[config.mk]
export PLATFORM = sky130hd
export DESIGN_NAME = mp4_box_nal_deframer
export DESIGN_NICKNAME = d
export VERILOG_FILES = /design/src/rtl/mbnd_pkg.sv /design/src/rtl/mp4_box_nal_deframer.sv /design/src/rtl/mbnd_parser.sv /design/src/rtl/mbnd_out_reg.sv
export VERILOG_INCLUDE_DIRS = /design/src /design/src/rtl
export SDC_FILE = /design/constraint.sdc
export NUM_CORES = 1
export LEC_CHECK = 0
export BUFFER_PORTS_ARGS = -buffer_cell sky130_fd_sc_hd__buf_2
export CAP_MARGIN = 0
export CORE_MARGIN = 8
export CORE_UTILIZATION = 55
export CTS_CLUSTER_SIZE = 25
export DETAILED_ROUTE_END_ITERATION = 16
export PLACE_DENSITY_LB_ADDON = 0.25
export SLEW_MARGIN = 20
export SYNTH_ARGS = -nofsm -noshare
export SYNTH_HDL_FRONTEND = slang
export SYNTH_SLANG_ARGS = --single-unit
[constraint.sdc]
create_clock -name aclk -period 5 [get_ports aclk]
set_clock_uncertainty 0.15 [all_clocks]
set_input_delay 0.25 -clock aclk [delete_from_list [all_inputs] [get_ports aclk]]
set_output_delay 0.25 -clock aclk [all_outputs]
set_load 0.05 [all_outputs]
[src/rtl/mp4_box_nal_deframer_macros.svh]
// Assertion macros for the container deframer.
// Used by the top level; needs the aclk and aresetn names in scope.
`ifndef MP4_BOX_NAL_DEFRAMER_MACROS_SVH
`define MP4_BOX_NAL_DEFRAMER_MACROS_SVH

// Same-cycle implication, checked outside reset.
`define MBND_ASSERT_NOW(label, ante, cons, msg) \
    label: assert property (@(posedge aclk) disable iff (!aresetn) (ante) |-> (cons)) \
        else $error(msg);

// Next-cycle implication, checked outside reset.
`define MBND_ASSERT_NEXT(label, ante, cons, msg) \
    label: assert property (@(posedge aclk) disable iff (!aresetn) (ante) |=> (cons)) \
        else $error(msg);

`endif

[src/rtl/mbnd_pkg.sv]
// Shared types and codes for the container box and NAL deframer.
// No dependencies; imported by every module of the block.
package mbnd_pkg;

    localparam int unsigned WORD_W = 32;
    localparam logic [WORD_W-1:0] SPLIT_TYPE_RESET = 32'h6D64_6174; // 'mdat'
    localparam logic [WORD_W-1:0] HDR_LEN = 32'd8;

    typedef enum logic [2:0] {
        PH_HEADER = 3'd0,
        PH_PLAIN  = 3'd1,
        PH_PREFIX = 3'd2,
        PH_NAL    = 3'd3,
        PH_ENDED  = 3'd4,
        PH_BAD    = 3'd5
    } phase_t;

    typedef enum logic [2:0] {
        KIND_HEADER  = 3'd0,
        KIND_PLAIN   = 3'd1,
        KIND_PREFIX  = 3'd2,
        KIND_NAL     = 3'd3,
        KIND_IGNORED = 3'd4
    } kind_t;

    typedef enum logic [1:0] {
        ST_OK      = 2'd0,
        ST_ENDED   = 2'd1,
        ST_BAD_LEN = 2'd2,
        ST_OVERRUN = 2'd3
    } status_t;

    typedef enum logic [1:0] {
        CFG_STREAM_LENGTH  = 2'd0,
        CFG_SPLIT_BOX_TYPE = 2'd1,
        CFG_SPLIT_ENABLE   = 2'd2
    } cfg_idx_t;

    typedef struct packed {
        logic [WORD_W-1:0] stream_length;
        logic [WORD_W-1:0] split_box_type;
        logic              split_enable;
    } cfg_t;

    typedef struct packed {
        logic [7:0]        echo_byte;
        kind_t             byte_kind;
        logic [WORD_W-1:0] current_box_type;
        logic              header_done;
        logic              nal_first;
        logic              nal_last;
        logic [WORD_W-1:0] nal_size;
        status_t           status;
    } res_t;

endpackage

[src/rtl/mp4_box_nal_deframer.sv]
// Top level of the container box and NAL deframer.
// Depends on mbnd_pkg, mbnd_parser, mbnd_out_reg and the assertion macro header.

// Byte-serial deframer for a box-structured media container. Every request on
// the s_ channel carries one stream byte and yields exactly one result request
// on the m_ channel, in the cycle after it is taken: the byte echoed with its kind
// (box header, plain payload, NAL length prefix, NAL payload or ignored), the
// current box type, header and NAL boundary flags, the NAL size and a status.
// The block sustains one byte per clock while m_ready is high; the rate is set
// by the single result register, which accepts a new byte in the same cycle
// that the held result is taken, so s_ready follows m_ready combinationally.
// Configuration is a plain write port that is taken at once: index 0 sets the
// stream length (0 for an unbounded stream) and restarts the stream byte count,
// index 1 the box type whose payload is split into NAL units, index 2 enables
// the split. Write it only while no byte is in flight. After a malformed box
// length or the end of the stream every byte is returned as ignored until reset.
`include "mp4_box_nal_deframer_macros.svh"

module mp4_box_nal_deframer
    import mbnd_pkg::*;
(
    input  logic              aclk,
    input  logic              aresetn,
    // Configuration write port.
    input  logic              cfg_wr_en,
    input  logic [1:0]        cfg_index,
    input  logic [WORD_W-1:0] cfg_wr_data,
    // Input byte channel.
    input  logic              s_valid,
    output logic              s_ready,
    input  logic [7:0]        s_stream_byte,
    // Result channel.
    output logic              m_valid,
    input  logic              m_ready,
    output logic [7:0]        m_echo_byte,
    output logic [2:0]        m_byte_kind,
    output logic [WORD_W-1:0] m_current_box_type,
    output logic              m_header_done,
    output logic              m_nal_first,
    output logic              m_nal_last,
    output logic [WORD_W-1:0] m_nal_size,
    output logic [1:0]        m_status
);

    cfg_t   cfg_reg;
    logic   reload;
    logic   s_accept;
    res_t   step_res;
    res_t   out_res;
    phase_t phase;

    // Configuration registers; a write to the stream length also restarts
    // the stream byte count inside the parser.
    always_ff @(posedge aclk) begin
        if (!aresetn) begin
            cfg_reg.stream_length  <= '0;
            cfg_reg.split_box_type <= SPLIT_TYPE_RESET;
            cfg_reg.split_enable   <= 1'b1;
        end else if (cfg_wr_en) begin
            case (cfg_index)
                CFG_STREAM_LENGTH:  cfg_reg.stream_length  <= cfg_wr_data;
                CFG_SPLIT_BOX_TYPE: cfg_reg.split_box_type <= cfg_wr_data;
                CFG_SPLIT_ENABLE:   cfg_reg.split_enable   <= cfg_wr_data[0];
                default: begin
                end
            endcase
        end
    end

    assign reload   = cfg_wr_en && (cfg_index == CFG_STREAM_LENGTH);
    assign s_accept = s_valid && s_ready;

    // Parser state advances once per accepted byte, but not while a stream length write reloads it.
    mbnd_parser u_parser (
        .aclk         (aclk),
        .aresetn      (aresetn),
        .cfg          (cfg_reg),
        .reload       (reload),
        .reload_value (cfg_wr_data),
        .step         (s_accept),
        .stream_byte  (s_stream_byte),
        .res          (step_res),
        .phase        (phase)
    );

    // The result of each byte is held here until the sink takes it.
    mbnd_out_reg u_out_reg (
        .aclk      (aclk),
        .aresetn   (aresetn),
        .load      (s_accept),
        .in_res    (step_res),
        .in_ready  (s_ready),
        .out_valid (m_valid),
        .out_ready (m_ready),
        .out_res   (out_res)
    );

    assign m_echo_byte        = out_res.echo_byte;
    assign m_byte_kind        = out_res.byte_kind;
    assign m_current_box_type = out_res.current_box_type;
    assign m_header_done      = out_res.header_done;
    assign m_nal_first        = out_res.nal_first;
    assign m_nal_last         = out_res.nal_last;
    assign m_nal_size         = out_res.nal_size;
    assign m_status           = out_res.status;

    // An empty result register must always take a new byte.
    `MBND_ASSERT_NOW(a_ready_when_empty, !m_valid, s_ready, "s_ready low with empty output")
    // Once the length is found malformed, every later byte reports it.
    `MBND_ASSERT_NEXT(a_bad_sticks, s_accept && (phase == PH_BAD),
        m_valid && (m_status == ST_BAD_LEN), "malformed state not reported")
    // Header completion only ever marks a header byte.
    `MBND_ASSERT_NOW(a_hdone_kind, m_valid && m_header_done,
        m_byte_kind == KIND_HEADER, "header_done on a non-header byte")
    // NAL boundary flags only ever mark NAL payload bytes.
    `MBND_ASSERT_NOW(a_nal_flags_kind, m_valid && (m_nal_first || m_nal_last),
        m_byte_kind == KIND_NAL, "NAL boundary flag outside NAL payload")

endmodule

[src/rtl/mbnd_parser.sv]
// Parser state and per-byte step logic of the deframer.
// Depends on mbnd_pkg; the result leaves unregistered for the output stage.
module mbnd_parser
    import mbnd_pkg::*;
(
    input  logic              aclk,
    input  logic              aresetn,
    input  cfg_t              cfg,
    input  logic              reload,
    input  logic [WORD_W-1:0] reload_value,
    input  logic              step,
    input  logic [7:0]        stream_byte,
    output res_t              res,
    output phase_t            phase
);

    phase_t            phase_reg, phase_next;
    logic [2:0]        fbc_reg, fbc_next;
    logic [WORD_W-1:0] shift_reg, shift_next;
    logic [WORD_W-1:0] box_type_reg, box_type_next;
    logic [WORD_W-1:0] box_left_reg, box_left_next;
    logic              box_unb_reg, box_unb_next;
    logic [WORD_W-1:0] nal_left_reg, nal_left_next;
    logic [WORD_W-1:0] nal_size_reg, nal_size_next;
    logic [WORD_W-1:0] stream_left_reg, stream_left_next;

    logic [WORD_W-1:0] shift_new;
    logic [2:0]        fbc_new;
    logic [WORD_W-1:0] box_dec;
    logic              box_done;
    logic              pre_over;
    logic [WORD_W-1:0] pre_sz;
    logic [WORD_W-1:0] nal_dec;
    logic              hdr_bad;
    logic              hdr_empty;
    logic              hdr_split;
    logic              ended_now;

    // Shared datapath terms for this byte.
    assign shift_new = {shift_reg[WORD_W-9:0], stream_byte};
    assign fbc_new   = fbc_reg + 3'd1;
    // An unbounded box never counts down and never ends.
    assign box_dec   = box_unb_reg ? box_left_reg :
                       ((box_left_reg != '0) ? box_left_reg - 1'b1 : '0);
    assign box_done  = !box_unb_reg && (box_dec == '0);
    assign pre_over  = !box_unb_reg && (shift_new > box_dec);
    assign pre_sz    = pre_over ? box_dec : shift_new;
    assign nal_dec   = (nal_left_reg != '0) ? nal_left_reg - 1'b1 : '0;
    // On the last header byte the length is held in box_left_reg.
    assign hdr_bad   = (box_left_reg != '0) && (box_left_reg < HDR_LEN);
    assign hdr_empty = (box_left_reg == HDR_LEN);
    assign hdr_split = cfg.split_enable && (shift_new == cfg.split_box_type);
    assign ended_now = (phase_reg == PH_ENDED) ||
                       ((cfg.stream_length != '0) && (stream_left_reg == '0));

    // Next-state logic.
    always_comb begin
        phase_next       = phase_reg;
        fbc_next         = fbc_reg;
        shift_next       = shift_reg;
        box_type_next    = box_type_reg;
        box_left_next    = box_left_reg;
        box_unb_next     = box_unb_reg;
        nal_left_next    = nal_left_reg;
        nal_size_next    = nal_size_reg;
        stream_left_next = stream_left_reg;
        if (phase_reg == PH_BAD) begin
            phase_next = PH_BAD;
        end else if (ended_now) begin
            phase_next = PH_ENDED;
        end else begin
            if (cfg.stream_length != '0) begin
                stream_left_next = stream_left_reg - 1'b1;
            end
            case (phase_reg)
                PH_HEADER: begin
                    shift_next = shift_new;
                    fbc_next   = fbc_new;
                    if (fbc_new == 3'd4) begin
                        box_left_next = shift_new;
                        shift_next    = '0;
                    end else if (fbc_new == 3'd0) begin
                        box_type_next = shift_new;
                        shift_next    = '0;
                        if (hdr_bad) begin
                            phase_next    = PH_BAD;
                            box_left_next = '0;
                        end else begin
                            box_unb_next  = (box_left_reg == '0);
                            box_left_next = (box_left_reg == '0) ? '0 : box_left_reg - HDR_LEN;
                            if (hdr_empty) begin
                                phase_next = PH_HEADER;
                            end else if (hdr_split) begin
                                phase_next = PH_PREFIX;
                            end else begin
                                phase_next = PH_PLAIN;
                            end
                        end
                    end
                end
                PH_PLAIN: begin
                    box_left_next = box_dec;
                    if (box_done) begin
                        phase_next = PH_HEADER;
                        fbc_next   = '0;
                        shift_next = '0;
                    end
                end
                PH_PREFIX: begin
                    shift_next    = shift_new;
                    fbc_next      = fbc_new;
                    box_left_next = box_dec;
                    if (fbc_new[2]) begin
                        nal_size_next = pre_sz;
                        nal_left_next = pre_sz;
                        if (box_done) begin
                            phase_next = PH_HEADER;
                            fbc_next   = '0;
                            shift_next = '0;
                        end else if (pre_sz == '0) begin
                            phase_next = PH_PREFIX;
                            fbc_next   = '0;
                            shift_next = '0;
                        end else begin
                            phase_next = PH_NAL;
                        end
                    end else if (box_done) begin
                        phase_next = PH_HEADER;
                        fbc_next   = '0;
                        shift_next = '0;
                    end
                end
                PH_NAL: begin
                    nal_left_next = nal_dec;
                    box_left_next = box_dec;
                    if (nal_dec == '0) begin
                        phase_next = box_done ? PH_HEADER : PH_PREFIX;
                        fbc_next   = '0;
                        shift_next = '0;
                    end else if (box_done) begin
                        phase_next = PH_HEADER;
                        fbc_next   = '0;
                        shift_next = '0;
                    end
                end
                default: begin
                    phase_next = PH_BAD;
                end
            endcase
        end
    end

    // Result fields for this byte.
    always_comb begin
        res                  = '0;
        res.echo_byte        = stream_byte;
        res.byte_kind        = KIND_IGNORED;
        res.status           = ST_OK;
        res.current_box_type = box_type_next;
        if (phase_reg == PH_BAD) begin
            res.status = ST_BAD_LEN;
        end else if (ended_now) begin
            res.status = ST_ENDED;
        end else begin
            case (phase_reg)
                PH_HEADER: begin
                    res.byte_kind = KIND_HEADER;
                    if (fbc_new == 3'd0) begin
                        res.header_done = 1'b1;
                        if (hdr_bad) begin
                            res.status = ST_BAD_LEN;
                        end
                    end
                end
                PH_PLAIN: begin
                    res.byte_kind = KIND_PLAIN;
                end
                PH_PREFIX: begin
                    res.byte_kind = KIND_PREFIX;
                    if (fbc_new[2]) begin
                        res.nal_size = pre_sz;
                        if (pre_over) begin
                            res.status = ST_OVERRUN;
                        end
                    end else if (box_done) begin
                        res.status = ST_OVERRUN;
                    end
                end
                PH_NAL: begin
                    res.byte_kind = KIND_NAL;
                    res.nal_size  = nal_size_reg;
                    res.nal_first = (nal_left_reg == nal_size_reg);
                    res.nal_last  = (nal_dec == '0);
                end
                default: begin
                    res.status = ST_BAD_LEN;
                end
            endcase
        end
    end

    always_ff @(posedge aclk) begin
        if (!aresetn) begin
            phase_reg       <= PH_HEADER;
            fbc_reg         <= '0;
            shift_reg       <= '0;
            box_type_reg    <= '0;
            box_left_reg    <= '0;
            box_unb_reg     <= 1'b0;
            nal_left_reg    <= '0;
            nal_size_reg    <= '0;
            stream_left_reg <= '0;
        end else if (reload) begin
            stream_left_reg <= reload_value;
        end else if (step) begin
            phase_reg       <= phase_next;
            fbc_reg         <= fbc_next;
            shift_reg       <= shift_next;
            box_type_reg    <= box_type_next;
            box_left_reg    <= box_left_next;
            box_unb_reg     <= box_unb_next;
            nal_left_reg    <= nal_left_next;
            nal_size_reg    <= nal_size_next;
            stream_left_reg <= stream_left_next;
        end
    end

    assign phase = phase_reg;

endmodule

[src/rtl/mbnd_out_reg.sv]
// Result register of the deframer with its valid/ready handshake.
// Depends on mbnd_pkg for the result record.
module mbnd_out_reg
    import mbnd_pkg::*;
(
    input  logic aclk,
    input  logic aresetn,
    input  logic load,
    input  res_t in_res,
    output logic in_ready,
    output logic out_valid,
    input  logic out_ready,
    output res_t out_res
);

    logic valid_reg, valid_next;
    res_t res_reg;

    // Room for a new result when empty or when the held one leaves now.
    assign in_ready   = !valid_reg || out_ready;
    assign valid_next = load || (valid_reg && !out_ready);

    always_ff @(posedge aclk) begin
        if (!aresetn) begin
            valid_reg <= 1'b0;
        end else begin
            valid_reg <= valid_next;
        end
    end

    always_ff @(posedge aclk) begin
        if (load) begin
            res_reg <= in_res;
        end
    end

    assign out_valid = valid_reg;
    assign out_res   = res_reg;

endmodule
* After elaboration in Yosys (flattened, before gate mapping)
Index checks and enable logic that the tools add are counted.
** Word-level totals
- Bits in registers :: 345
- Bits in latches :: 0
- RAM bits :: 0
- Memory bits (read-only) :: 0
- Input bits :: 47
- Output and inout bits :: 82
- Word-level logic and storage cells :: 160
- Memories kept :: 0
** Operators by class
- $add $sub $neg :: 5
- $mul :: 0
- Div/mod/pow operators :: 0
- $lt $le $gt $ge :: 2
- Equal/unequal tests :: 17
- Shift operators :: 0
- Muxes and demuxes :: 62
- Bitwise operators :: 7
- Reduce and logical (&&, ||, !) cells :: 46
** Operators with widths (count)
- 32-bit 2-to-1 mux :: 28
- 32-bit case mux with 2 select lines :: 3
- 32-bit logical NOT :: 5
- 32-bit case mux with 4 select lines :: 1
- 32-bit nonzero test :: 3
- 32-bit by 1-bit subtractor with 32-bit output, second input constant :: 3
- 32-bit equality test :: 2
- 3-bit 2-to-1 mux :: 15
- 3-bit case mux with 4 select lines :: 3
- 32-bit by 4-bit equality test with 1-bit output, second input constant :: 1
- 32-bit > comparator :: 1
- 32-bit by 4-bit < comparator with 1-bit output, second input constant :: 1
- 32-bit by 4-bit subtractor with 32-bit output, second input constant :: 1
- 2-bit 2-to-1 mux :: 9
- 6-bit AND reduction :: 3
- 3-bit equality test, second input constant :: 3
- 3-bit OR reduction :: 3
- 1-bit logical AND :: 8
- 2-bit AND reduction :: 4
- 4-bit AND reduction :: 2
- 8-bit AND reduction :: 1
- 2-bit nonzero test :: 4
- 1-bit NOT :: 7
- 3-bit by 2-bit equality test with 1-bit output, second input constant :: 2
- 18 further kinds :: 26

* Longest topological paths before layout
- Depth in word-level cells :: 13
- Mapped depth :: 21
- Mapped depth without buffers :: 19

* Cells and area by module
Synthesis repeated with hierarchy kept, for this count alone.
** Unflattened totals
- Cell total of the unflattened synthesis :: 2339
- Area, all modules :: 19921.6 sq um
** Modules (own cells, without submodules)
- mbnd_parser :: instances 1, cells an instance 1983, area each 14810.5 sq um, seq. area each 3823.7 sq um
- mp4_box_nal_deframer :: instances 1, cells an instance 272, area each 2660.1 sq um, seq. area each 1301.2 sq um
- mbnd_out_reg :: instances 1, cells an instance 84, area each 2451.1 sq um, seq. area each 2422.3 sq um

* Worst setup path before layout
No wires, ideal clock.
- Kind :: reg2reg
- From :: reg u_parser.box_left_reg[17]
- To :: reg u_parser.shift_reg[4]
- Library setup time :: 0.062 ns
- Data arrival time :: 5.154 ns
- Required time :: 4.788 ns
- Slack :: -0.365 ns
- Cell stages (with the launch flop) :: 21
- Buffers on the path :: 4
- Period minus slack after synthesis :: 5.365 ns
- Cell sequence :: dfxtp_1 buf_4 or4_4 or4b_4 nor3_4 clkbuf_1 clkbuf_1 nor2_1 inv_1 ha_1 a211oi_1 a211oi_1 a2111oi_0 o211ai_1 a31oi_1 nand4bb_1 o31ai_1 a2111o_1 o21ai_2 buf_2 a32o_1
** Between the ends
- Longest elaborated chain between the ends :: 11
- Elaborated cells on any way between the ends :: 17
- Those cells by class :: add/sub (1); order compare (1); mux (10); reduce/logical (5)
** RTL lines
- start: declaration :: line mbnd_parser.sv:21 : logic [WORD_W-1:0] box_left_reg, box_left_next;
- start signal: assignment :: line mbnd_parser.sv:220 : box_left_reg <= box_left_next;
- 32-bit by 1-bit subtractor with 32-bit output or 32-bit nonzero test (tied branches) :: line mbnd_parser.sv:44 : ((box_left_reg != '0) ? box_left_reg - 1'b1 : '0);
- 32-bit 2-to-1 mux :: line mbnd_parser.sv:44
- 32-bit 2-to-1 mux * :: line mbnd_parser.sv:43 : assign box_dec = box_unb_reg ? box_left_reg :
- 32-bit > comparator :: line mbnd_parser.sv:46 : assign pre_over = !box_unb_reg && (shift_new > box_dec);
- 1-bit logical AND :: line mbnd_parser.sv:46
- 32-bit 2-to-1 mux :: line mbnd_parser.sv:47 : assign pre_sz = pre_over ? box_dec : shift_new;
- 32-bit logical NOT :: line mbnd_parser.sv:120 : end else if (pre_sz == '0) begin
- 32-bit 2-to-1 mux :: line mbnd_parser.sv:120
- 32-bit 2-to-1 mux :: line mbnd_parser.sv:116 : if (box_done) begin
- 32-bit 2-to-1 mux :: line mbnd_parser.sv:113 : if (fbc_new[2]) begin
- 32-bit case mux with 4 select lines * :: line mbnd_parser.sv:75 : case (phase_reg)
- end signal: assignment :: line mbnd_parser.sv:218 : shift_reg <= shift_next;
- end: declaration :: line mbnd_parser.sv:19 : logic [WORD_W-1:0] shift_reg, shift_next;
Every way passes the cells marked *; elsewhere a longest branch is shown, timed or not.
A chain may end at the register's enable or synchronous reset.

* Worst setup path in the final report
- From :: reg u_parser.box_left_reg[0]
- To :: reg u_parser.shift_reg[9]
Same word-level chain as after synthesis.

==> impl_metrics.tcl <==
set metrics [dict create \
    finalSetupViolations 0 \
    hold_class "input pin to flip-flop" \
    startpoint_type "flip-flop" \
    p_int_mw 6.99 \
    crit_path_end_kind "flip-flop" \
    die_y_um 199 \
    ir_worst_vdd_v 0.000369 \
    multiInputGateArea_um2 10200 \
    comb_power_share 0.500 \
    cts.sinks 337 \
    crit_required_ps 5280 \
    max_cap_viol_count 0 \
    cts_buffers 37 \
    hold_viol 0 \
    nNetsFinal 2604 \
    wl_mm 74.4 \
    seq_area_frac_synth 0.410 \
    num_rows 67 \
    tightest_slew_ps 1110 \
    grt_antenna_before_repair 0 \
    p_clk_frac 0.242 \
    yosysTopAreaCellShare 0.280 \
    synthCells 2268 \
    seqPwrFrac 0.258 \
    regArea_um2 7550 \
    yosysMostFrequentCell "nand2_1" \
    grt_max_degree 106 \
    routabilityCongestion 1.05 \
    async_reset_ff_frac 0 \
    cp_slowest_stage_delay_ps 540 \
    slew_violations 0 \
    start_util 0.554 \
    final.period_utilization 0.998 \
    drcViolationCount 0 \
    grt-ovfl-total 0 \
    post-route-min-period_ps 4990 \
    synth.area.top_cells "dfxtp_1 (28%), edfxtp_1 (13%), a21oi_1 (6.8%)" \
    synth-seq-cells 337 \
    die_area_um2 39500 \
    critical_path_buf_inv_count 4 \
    areaGrowthSynthToFinish_pct 22.5 \
    vias_per_cell 6.56 \
    ys_types 83 \
    p_per_area_nw_per_um2 520 \
    post-route-util 0.678 \
    path_clk_slew_ps 60 \
    htree_num_levels 2 \
    synth_top_flop_cell "dfxtp_1" \
    largest_reg_flops 80 \
    swShare 0.403 \
    vias 19700 \
    syn_area_um2 18400 \
    p_leak_nw 8.89 \
    max_freq_mhz 200 \
    syn_nets 2354 \
    ios 129 \
    drt-initial-drc-count 2561 \
    synth-edff-count 80 \
    maxSlewHeadroom 0.260 \
    timing.critical_path.arrival_ps 5270 \
    port_buffers 128 \
    stdcell_count 2996 \
    avgRoutedWirePerCell_um 24.8 \
    outcome "completed" \
    cp_slowest_cell "or3b_2" \
    dpl.cell_count 2880 \
    setup_ws_ps 8.15 \
    worstSetupPathType "flip-flop to flip-flop" \
    layout-drive-gt1-share 0.207 \
    n_fill_cell 2727 \
    die_x_um 199 \
    synth_area_leader_cell "dfxtp_1" \
    crit_family "compound AO/OA/AOI/OAI gates" \
    yosys_warnings 0 \
    rsz0062_at_grt "true" \
    drt_first_pass_iters 6 \
    cts.path.max_buffers 3 \
    cts_tree "built" \
    antenna_left 0 \
    grt_pass1_wl_mm 111 \
    avgSynthCellArea_um2 8.11 \
    worstPathCellList "inv_1, ha_1, or3b_2, nor3_1, xor2_1, nor2b_4, inv_1, ha_1, nand4_1, a211oi_2, a2111oi_2, buf_4, o211ai_1, a31oi_4, nand4bb_1, o31ai_2, a2111o_1, buf_12, o21ai_4, a32o_1" \
    netlist_top_cells_count "nand2_1 (313), nor2_1 (273), dfxtp_1 (257), a21oi_1 (249), clkbuf_1 (164)" \
    grt_usage 0.364 \
    post-place-ws_ps -122 \
    clkLatencyLatePin_ps 550 \
    crit_fanout 12 \
    grt_pass1_vias 18300 \
    core_um2 33200 \
    p_sw_mw 4.72 \
    dp_hpwl_mm 52.0 \
    cts-root-buf "clkbuf_16" \
]
-- layout by cell type, fill, tap and decap left out, drive strengths merged, types with 21 or more instances in the layout --
master,instances
mux2,38
xor2,48
a211oi,54
inv,46
nand3,57
edfxtp,80
nor3,80
a22oi,21
dlygate4sd3,37
nor4,77
nor2,273
clkbuf,54
dfxtp,257
nand4,43
a32o,25
buf,351
a21oi,250
nand2,313
xnor2,69
ha,39
o21ai,94
-- kinds of logic after synthesis --
| family | after synthesis | synth area share |
|---|---|---|
| buffers and inverters | 224 | 0.0482 |
| xor gates and xnor gates | 117 | 0.0557 |
| DFF | 337 | 0.410 |
| muxes | 56 | 0.0331 |
| and+or+nand+nor | 937 | 0.237 |
| adders and majority gates | 39 | 0.0265 |
| AOI/OAI and AO/OA | 558 | 0.189 |
-- timing repair --
item / CTS / global route
endpoints found under the setup margin: 5 / 102
gates cloned: 0 / 1
resized for setup: 4 / 44
pin swaps: 4 / 8
hold buffers: 37 / 0
buffers inserted: 1 / 8
hold endpoints to repair: 99 / 0
-- metal layers --
metal / GRT usage / up-vias / share of wire
li1: - / 8673 / -
met1: 0.451 / 9315 / 0.37
met2: 0.574 / 1338 / 0.44
met3: 0.0775 / 325 / 0.11
met4: 0.228 / 0 / 0.072
met5: 0 / - / 0
-- power groups by stage --
| stage | clock, mW | combinational, mW | sequential, mW |
|---|---|---|---|
| floorplan | 0 | 2.75 | 3.16 |
| global placement | 0 | 5.27 | 3.07 |
| detailed placement | 0 | 5.34 | 3.07 |
| CTS | 2.84 | 5.43 | 3.01 |
| global route | 2.96 | 6.16 | 3.03 |
| finish | 2.83 | 5.86 | 3.02 |
-- layout make-up --
cell class,instances,share of cell area
Sequential cell,337,0.335
Tap cell,448,0.0249
Timing Repair Buffer,388,0.122
Clock inverter,14,0.00750
Antenna cell,1,0.000111
Inverter,46,0.00794
Clock buffer,54,0.0481
Multi-Input combinational cell,1708,0.455
-- final timing paths --
path                            cells after the start                              startpoint                                      to  slack (ps)
worst max-delay path                               20   u_parser.box_left_reg[0]$_SDFFE_PN0P_      u_parser.shift_reg[9]$_SDFFE_PN0P_           8
worst min-delay path                                1                        s_stream_byte[2]         u_out_reg.out_res[74]$_DFFE_PP_          40
worst max register to register                     20   u_parser.box_left_reg[0]$_SDFFE_PN0P_      u_parser.shift_reg[9]$_SDFFE_PN0P_           8
worst min register to register                      2  u_parser.box_type_reg[26]$_SDFFE_PN0P_  u_parser.box_type_reg[26]$_SDFFE_PN0P_         300
-- per-stage QoR --
stage	hold WS, ps	TNS, ps	area, um2	total power, mW
2_1_floorplan	199	0	18400	5.91
3_3_place_gp	289	-19.2	20600	8.34
3_5_place_dp	298	-152	20600	8.41
4_1_cts	6.07	-0.0875	22300	11.3
5_1_grt	2.07	-1890	22500	12.2
6_report	35.4	0	22500	11.7
Power figures use the tool's default switching activity.
